--- src/hw/rtl/nrmc_pkg.sv ---
// Shared constants, types and character helpers for the RMC sentence checker.
package nrmc_pkg;

    // Longest sentence in characters, default for the top-level parameter.
    localparam int MAX_LEN_DEFAULT = 128;

    // Field widths.
    localparam int BYTE_W   = 8;
    localparam int HOUR_W   = 5;
    localparam int MINSEC_W = 7;
    localparam int OUT_W    = 24;

    // Hour offset after reset.
    localparam logic [HOUR_W-1:0] HOUR_OFFSET_RESET = 5'd8;

    // Sentence layout: header, then six time digits, then the status search.
    localparam int HEADER_LEN     = 7;
    localparam int TIME_FIRST_POS = 7;
    localparam int TIME_DIGITS    = 6;
    localparam int STATUS_MIN_POS = 13;

    // Character codes.
    localparam logic [7:0] CHAR_STAR   = 8'h2A;
    localparam logic [7:0] CHAR_ACTIVE = 8'h41;
    localparam logic [7:0] CHAR_SPACE  = 8'h20;
    localparam logic [7:0] CHAR_TAB    = 8'h09;
    localparam logic [7:0] CHAR_CR     = 8'h0D;
    localparam logic [7:0] CHAR_LF     = 8'h0A;

    // Verdict for the current input item, handed from the sentence tracker to the top.
    typedef struct packed {
        logic                ends_sentence;
        logic                accepted;
        logic [MINSEC_W-1:0] hour_raw;
        logic [MINSEC_W-1:0] minute;
        logic [MINSEC_W-1:0] second;
    } nrmc_verdict_t;

    // Expected header character at positions 0 to 6: "$GPRMC,".
    function automatic logic [7:0] header_char(input logic [2:0] idx);
        logic [7:0] c;
        begin
            case (idx)
                3'd0:    c = 8'h24;
                3'd1:    c = 8'h47;
                3'd2:    c = 8'h50;
                3'd3:    c = 8'h52;
                3'd4:    c = 8'h4D;
                3'd5:    c = 8'h43;
                default: c = 8'h2C;
            endcase
            return c;
        end
    endfunction

    // Space, tab, CR and LF end a sentence.
    function automatic logic is_terminator(input logic [7:0] c);
        return (c == CHAR_SPACE) || (c == CHAR_TAB) || (c == CHAR_CR) || (c == CHAR_LF);
    endfunction

    function automatic logic is_digit(input logic [7:0] c);
        return (c >= 8'h30) && (c <= 8'h39);
    endfunction

    function automatic logic is_letter(input logic [7:0] c);
        return ((c >= 8'h41) && (c <= 8'h5A)) || ((c >= 8'h61) && (c <= 8'h7A));
    endfunction

    // Uppercase hex digits only.
    function automatic logic is_hex(input logic [7:0] c);
        return is_digit(c) || ((c >= 8'h41) && (c <= 8'h46));
    endfunction

    function automatic logic [3:0] hex_value(input logic [7:0] c);
        logic [7:0] v;
        begin
            if (is_digit(c))
                v = c - 8'h30;
            else
                v = c - 8'h37;
            return v[3:0];
        end
    endfunction

    // Two decimal digits to a binary value, 0 to 99.
    function automatic logic [MINSEC_W-1:0] two_digits(input logic [3:0] tens,
                                                      input logic [3:0] ones);
        logic [MINSEC_W-1:0] t;
        begin
            t = MINSEC_W'(tens);
            return (t << 3) + (t << 1) + MINSEC_W'(ones);
        end
    endfunction

    // Reduce a value below 131 modulo 24 with three compare-and-subtract steps.
    function automatic logic [HOUR_W-1:0] mod24(input logic [7:0] sum);
        logic [7:0] v;
        begin
            v = sum;
            if (v >= 8'd96)
                v = v - 8'd96;
            if (v >= 8'd48)
                v = v - 8'd48;
            if (v >= 8'd24)
                v = v - 8'd24;
            return v[HOUR_W-1:0];
        end
    endfunction

endpackage

--- src/hw/rtl/nrmc_sentence_track.sv ---
// Per-sentence state: header, time digits, status letter and checksum tracking.
module nrmc_sentence_track
    import nrmc_pkg::*;
#(
    parameter int MAX_LEN = MAX_LEN_DEFAULT
)
(
    input  logic          clk,
    input  logic          rst_n,
    input  logic          step,
    input  logic [7:0]    data_byte,
    output nrmc_verdict_t verdict
);

    localparam int POS_W = $clog2(MAX_LEN);
    localparam logic [POS_W-1:0] POS_LAST = POS_W'(MAX_LEN - 1);

    logic [POS_W-1:0] char_position_reg, char_position_next;
    logic             header_match_reg, header_match_next;
    logic [7:0]       running_xor_reg, running_xor_next;
    logic             star_seen_reg, star_seen_next;
    logic [7:0]       received_sum_reg, received_sum_next;
    logic [1:0]       received_digits_reg, received_digits_next;
    logic             format_fault_reg, format_fault_next;
    logic             status_found_reg, status_found_next;
    logic             status_active_reg, status_active_next;
    logic [3:0]       time_digits_reg [TIME_DIGITS];
    logic [3:0]       time_digits_next [TIME_DIGITS];
    logic             term;

    assign term = is_terminator(data_byte);

    // Verdict for a terminator, from the state before it.
    always_comb
    begin
        verdict.ends_sentence = term && (char_position_reg != '0);
        verdict.accepted = header_match_reg
            && (char_position_reg > POS_W'(STATUS_MIN_POS))
            && status_found_reg && status_active_reg && star_seen_reg
            && (received_digits_reg == 2'd2)
            && (received_sum_reg == running_xor_reg)
            && !format_fault_reg;
        verdict.hour_raw = two_digits(time_digits_reg[0], time_digits_reg[1]);
        verdict.minute   = two_digits(time_digits_reg[2], time_digits_reg[3]);
        verdict.second   = two_digits(time_digits_reg[4], time_digits_reg[5]);
    end

    // Next state for one character, or a clear at a terminator.
    always_comb
    begin
        char_position_next   = char_position_reg;
        header_match_next    = header_match_reg;
        running_xor_next     = running_xor_reg;
        star_seen_next       = star_seen_reg;
        received_sum_next    = received_sum_reg;
        received_digits_next = received_digits_reg;
        format_fault_next    = format_fault_reg;
        status_found_next    = status_found_reg;
        status_active_next   = status_active_reg;
        for (int i = 0; i < TIME_DIGITS; i++)
        begin
            time_digits_next[i] = time_digits_reg[i];
        end

        if (term)
        begin
            char_position_next   = '0;
            header_match_next    = 1'b1;
            running_xor_next     = '0;
            star_seen_next       = 1'b0;
            received_sum_next    = '0;
            received_digits_next = '0;
            format_fault_next    = 1'b0;
            status_found_next    = 1'b0;
            status_active_next   = 1'b0;
            for (int i = 0; i < TIME_DIGITS; i++)
            begin
                time_digits_next[i] = '0;
            end
        end
        else if (char_position_reg >= POS_LAST)
        begin
            // Sentence too long: reject and stop counting.
            format_fault_next = 1'b1;
        end
        else
        begin
            if ((char_position_reg < POS_W'(HEADER_LEN))
                && (data_byte != header_char(char_position_reg[2:0])))
                header_match_next = 1'b0;

            for (int i = 0; i < TIME_DIGITS; i++)
            begin
                if (char_position_reg == POS_W'(TIME_FIRST_POS + i))
                begin
                    if (is_digit(data_byte))
                        time_digits_next[i] = data_byte[3:0];
                    else
                        format_fault_next = 1'b1;
                end
            end

            if ((char_position_reg >= POS_W'(STATUS_MIN_POS)) && !status_found_reg
                && is_letter(data_byte))
            begin
                status_found_next  = 1'b1;
                status_active_next = (data_byte == CHAR_ACTIVE);
            end

            // Checksum covers everything after the first character up to the star.
            if (char_position_reg != '0)
            begin
                if (star_seen_reg)
                begin
                    if (!is_hex(data_byte) || (received_digits_reg >= 2'd2))
                        format_fault_next = 1'b1;
                    else
                    begin
                        received_sum_next    = {received_sum_reg[3:0], hex_value(data_byte)};
                        received_digits_next = received_digits_reg + 2'd1;
                    end
                end
                else if (data_byte == CHAR_STAR)
                    star_seen_next = 1'b1;
                else
                    running_xor_next = running_xor_reg ^ data_byte;
            end

            char_position_next = char_position_reg + POS_W'(1);
        end
    end

    // State registers, updated once per processed item.
    always_ff @(posedge clk or negedge rst_n)
    begin
        if (!rst_n)
        begin
            char_position_reg   <= '0;
            header_match_reg    <= 1'b1;
            running_xor_reg     <= '0;
            star_seen_reg       <= 1'b0;
            received_sum_reg    <= '0;
            received_digits_reg <= '0;
            format_fault_reg    <= 1'b0;
            status_found_reg    <= 1'b0;
            status_active_reg   <= 1'b0;
            for (int i = 0; i < TIME_DIGITS; i++)
            begin
                time_digits_reg[i] <= '0;
            end
        end
        else if (step)
        begin
            char_position_reg   <= char_position_next;
            header_match_reg    <= header_match_next;
            running_xor_reg     <= running_xor_next;
            star_seen_reg       <= star_seen_next;
            received_sum_reg    <= received_sum_next;
            received_digits_reg <= received_digits_next;
            format_fault_reg    <= format_fault_next;
            status_found_reg    <= status_found_next;
            status_active_reg   <= status_active_next;
            for (int i = 0; i < TIME_DIGITS; i++)
            begin
                time_digits_reg[i] <= time_digits_next[i];
            end
        end
    end

    // The position saturates one below the sentence limit.
    assert property (@(posedge clk) disable iff (!rst_n) char_position_reg <= POS_LAST)
        else $error("character position ran past the sentence limit");

    // No more than two checksum digits are ever stored.
    assert property (@(posedge clk) disable iff (!rst_n) received_digits_reg <= 2'd2)
        else $error("checksum digit count above two");

    // A terminator leaves the sentence state cleared.
    assert property (@(posedge clk) disable iff (!rst_n)
        step && term |=> char_position_reg == '0 && !star_seen_reg && !format_fault_reg)
        else $error("sentence state not cleared after a terminator");

endmodule

--- config.mk ---
export PLATFORM = sky130hd
export DESIGN_NAME = nrmc_sentence_track
export DESIGN_NICKNAME = d
export VERILOG_FILES = /design/src/hw/rtl/nrmc_pkg.sv /design/src/hw/rtl/nrmc_sentence_track.sv
export SDC_FILE = /design/constraint.sdc
export NUM_CORES = 1
export LEC_CHECK = 0
export BUFFER_PORTS_ARGS = -buffer_cell sky130_fd_sc_hd__buf_4
export CORE_MARGIN = 5
export CORE_UTILIZATION = 55
export DETAILED_ROUTE_END_ITERATION = 8
export GPL_TIMING_DRIVEN = 0
export PLACE_DENSITY_LB_ADDON = 0.15
export SYNTH_ARGS = -nofsm -noshare
export SYNTH_HDL_FRONTEND = slang
export SYNTH_SLANG_ARGS = --single-unit
--- constraint.sdc ---
create_clock -name clk -period 1.9 [get_ports clk]
set_input_delay 0.095 -clock clk [delete_from_list [all_inputs] [get_ports clk]]
set_output_delay 0.095 -clock clk [all_outputs]
set_load 0.02 [all_outputs]
==> out/results.txt <==
Across the VDD grid, the largest voltage drop is 0.725 mV. Yosys printed 0 warnings. Number of ports placed on the die boundary: 34. The number of nets in the final layout is 536. The number of global-route vias before repair was 3423.

After floorplanning, the core was sized to cover 6830 um^2. The later pin in the worst-skew pair is clocked with a latency of 0.31 ns. In this run, synthesis inferred 0 flip-flops with an integrated enable. The flip-flop cell with the highest count after synthesis was sky130_fd_sc_hd__dfrtp_1. In this run the tool buffered the top-level ports with 32 buffer cells. The initial core utilization was 0.566; the power per standard cell area was 906 nW/um^2.

The die is 93.8 um wide. On the worst path, the slowest cell contributes a delay of 0.53 ns. After synthesis, the cell types taking the most area are sky130_fd_sc_hd__dfrtp_1 (34%), sky130_fd_sc_hd__ha_1 (12%), sky130_fd_sc_hd__mux2i_1 (8.8%). Synthesis inferred 54 register bits. For the pin with the worst max-slew slack, the measured transition is 0.765 ns. The slowest stage of the critical path is the sky130_fd_sc_hd__fa_1 cell. The net count of the mapped netlist was 450; the maximum clock insertion buffer count was 2.

The height of the die was 93.8 um; the arrival time reported for the critical path endpoint was 2.29 ns. The total number of vias is 3494. The register with the most flip-flops in the layout has 24 of them.

The H-tree was split into 2 levels. The class of the worst hold path is input pin to flip-flop. The detailed router finished its first iteration with 267 violations. The CTS root buffer is sky130_fd_sc_hd__clkbuf_8. After detailed routing, the number of vias per cell comes to 6.02. The tools report the worst slack at placement as -0.620 ns. The post-route clock period utilization is 1.25. The minimum clock period works out to 2.38 ns.

Synthesized area per cell: 9.74 um^2. Synthesis-to-finish area growth: 34.5%. Endpoint kind of the worst setup timing path: a primary output. The tools report the wire length after detailed routing as 11.0 mm. In this run the remaining antenna-violating nets after routing total 0. The run finished, with violations left. The first global-routing pass estimated 17.0 mm of wire. Walking the worst path, the cells encountered are fa_1, fa_2, a21o_1, a21oi_2, xnor2_2, buf_4. For the final database, setup skew stands at 0.00683 ns. The tools report the setup TNS after final layout as -4.24 ns. The tools report the weighted congestion reported at the end of routability-driven placement as 0.905. In this run the register-to-register setup slack is -0.10 ns. The final hold violation count was 0. Clock-pin slew was measured on the worst setup and hold paths at 0.10 ns.

The class of the most critical setup path was flip-flop to primary output. Leakage power total: 2.65 nW. TritonCTS built the clock tree. The number of iterations in the first detailed-routing pass was 5.

Synthesis produced 397 cells. The antenna diode count is 0. The final number of max-transition violations was 0. The overall routing resource usage is 0.245. The final reports fail on setup timing. For this run, design rule violations remaining after detail routing come to 0.

The number of violations of the max-capacitance limit is 0. The sequential element share of the synthesized area was 0.350. The library cells used most frequently in the layout, excluding fill and tap cells, are sky130_fd_sc_hd__buf_4 (75), sky130_fd_sc_hd__nand2_1 (50), sky130_fd_sc_hd__dfrtp_1 (49).

The fraction of layout instances using a drive strength above 1 is 0.374, and the area enclosed by the die boundary is 8800 um^2. The run gives 1.80 ns as the required time at the endpoint of the critical path. The peak fanout along the critical path works out to 2. After global routing the overflow that remains totals 0. Timing would allow up to 0.420 GHz. The number of antenna violations at the first check in global routing is 0, and the TritonCTS buffer count is 5. The cell area after technology mapping is 3860 um^2, and the average routed wire per standard cell is 18.9 um. STA classifies the critical path startpoint as a flip-flop. Setup repair after global routing could not meet its margin everywhere. Yosys mapped the design onto 60 distinct sky130hd cell types. Row generation in the floorplan step produced 30 rows.

The worst-case headroom to the max-slew limit is 0.490. The library cell used most frequently in the layout, excluding fill and tap cells, is sky130_fd_sc_hd__buf_4. Leading area contributor after synthesis: sky130_fd_sc_hd__dfrtp_1. The proportion of register bits with asynchronous set or reset after synthesis was 1.00; the maximum number of pins on one net before global-route repair was 55. Counting every sink on the clock net gives 54. The worst setup slack after layout was -0.483 ns.

The tools report the number of endpoints failing setup at the final stage as 35. The top-area cell type share of the netlist area is 0.343, and the sum of net half-perimeters after detailed placement is 6.72 mm.
==> repair_timing <==
action	4_1_cts	5_1_grt
setup endpoints to repair	68	68
buffers inserted	35	14
endpoints found under the hold margin	53	0
gates resized for setup	63	35
pin swaps	34	17
hold buffers	1	0
cloned	1	0
==> critical path, delay by kind of cell, from the launching register on <==
kind / cells / cell delay (ns)
flops: 1 / 0.41
buf+inv: 1 / 0.15
fa+ha+maj: 2 / 0.91
xor+xnor: 1 / 0.12
compound gates: 2 / 0.37
==> stage by stage <==
stage | cell area, um^2 | power, W | util | hold slack (ns) | cells
floorplan | 3940 | 0.00269 | - | -0.201 | 397
global placement | 4300 | 0.00304 | 0.630 | 0.185 | 525
detailed placement | 4300 | 0.00308 | 0.630 | 0.185 | 525
CTS | 4920 | 0.00433 | 0.721 | 0.106 | 566
global route | 5200 | 0.00496 | 0.761 | 0.0981 | 580
finish | 5200 | 0.00471 | 0.761 | 0.107 | 580
==> cells by family after synthesis <==
kind of cell / count (synthesis) / share of synthesized area
flip-flops: 54 / 0.350
adder cells (fa/ha/maj): 42 / 0.148
AO/OA/AOI/OAI: 79 / 0.143
XOR/XNOR: 24 / 0.0544
multiplexers: 34 / 0.0881
AND/OR/NAND/NOR: 133 / 0.176
buffers and inverters: 31 / 0.0414
==> layout make-up <==
type | count | area, um^2
clock buffer | 6 | 72.6
fill | 463 | 1630
sequential | 54 | 1360
tap | 96 | 120
clock inverter | 2 | 37.5
buffer | 18 | 130
timing repair buffer | 82 | 684
multi-input combinational | 312 | 2740
inverter | 10 | 57.6
==> routing by layer <==
layer  share of wire  track usage
met1            0.42        0.313
met2            0.48        0.411
met3           0.056       0.0385
met4           0.040        0.107
met5               0            0
==> power by group <==
part	internal (W)	switching (W)	total [W]
registers	0.00137	0.000239	0.00161
clock network	0.000394	0.000386	0.000779
logic	0.00113	0.00119	0.00232
==> cell usage after synthesis, types with 2 or more instances <==
master,count
sky130_fd_sc_hd__nor2b_1,3
sky130_fd_sc_hd__nand2_1,55
sky130_fd_sc_hd__nor3_2,2
sky130_fd_sc_hd__o21ai_1,2
sky130_fd_sc_hd__nor4b_1,2
sky130_fd_sc_hd__a31oi_1,3
sky130_fd_sc_hd__nor3_1,3
sky130_fd_sc_hd__nand3_1,14
sky130_fd_sc_hd__buf_2,7
sky130_fd_sc_hd__o31ai_1,2
sky130_fd_sc_hd__nand2b_1,8
sky130_fd_sc_hd__and2_1,2
sky130_fd_sc_hd__a21oi_1,25
sky130_fd_sc_hd__or2_1,2
sky130_fd_sc_hd__mux2i_1,34
sky130_fd_sc_hd__or3_1,2
sky130_fd_sc_hd__buf_4,3
sky130_fd_sc_hd__o21ai_0,8
sky130_fd_sc_hd__xor2_1,5
sky130_fd_sc_hd__nor2_1,22
sky130_fd_sc_hd__ha_1,36
sky130_fd_sc_hd__o211ai_1,7
sky130_fd_sc_hd__dfrtp_1,53
sky130_fd_sc_hd__fa_1,6
sky130_fd_sc_hd__clkbuf_1,7
sky130_fd_sc_hd__nand4_1,4
sky130_fd_sc_hd__a21o_1,9
sky130_fd_sc_hd__buf_6,3
sky130_fd_sc_hd__xnor2_1,19
sky130_fd_sc_hd__and4_1,2
sky130_fd_sc_hd__a22o_1,9
sky130_fd_sc_hd__inv_1,10
==> final timing paths <==
kind,cells past startpoint,start,to
setup / recovery,6,time_digits_reg[11],verdict[13]
hold / removal,2,step,format_fault_reg
setup reg to reg,6,char_position_reg[4],received_sum_reg[2]
hold reg to reg,1,received_digits_reg[0],received_digits_reg[0]
max in group asynchronous,2,rst_n,char_position_reg[3]
min in group asynchronous,2,rst_n,char_position_reg[2]
Power figures use the tool's default switching activity.
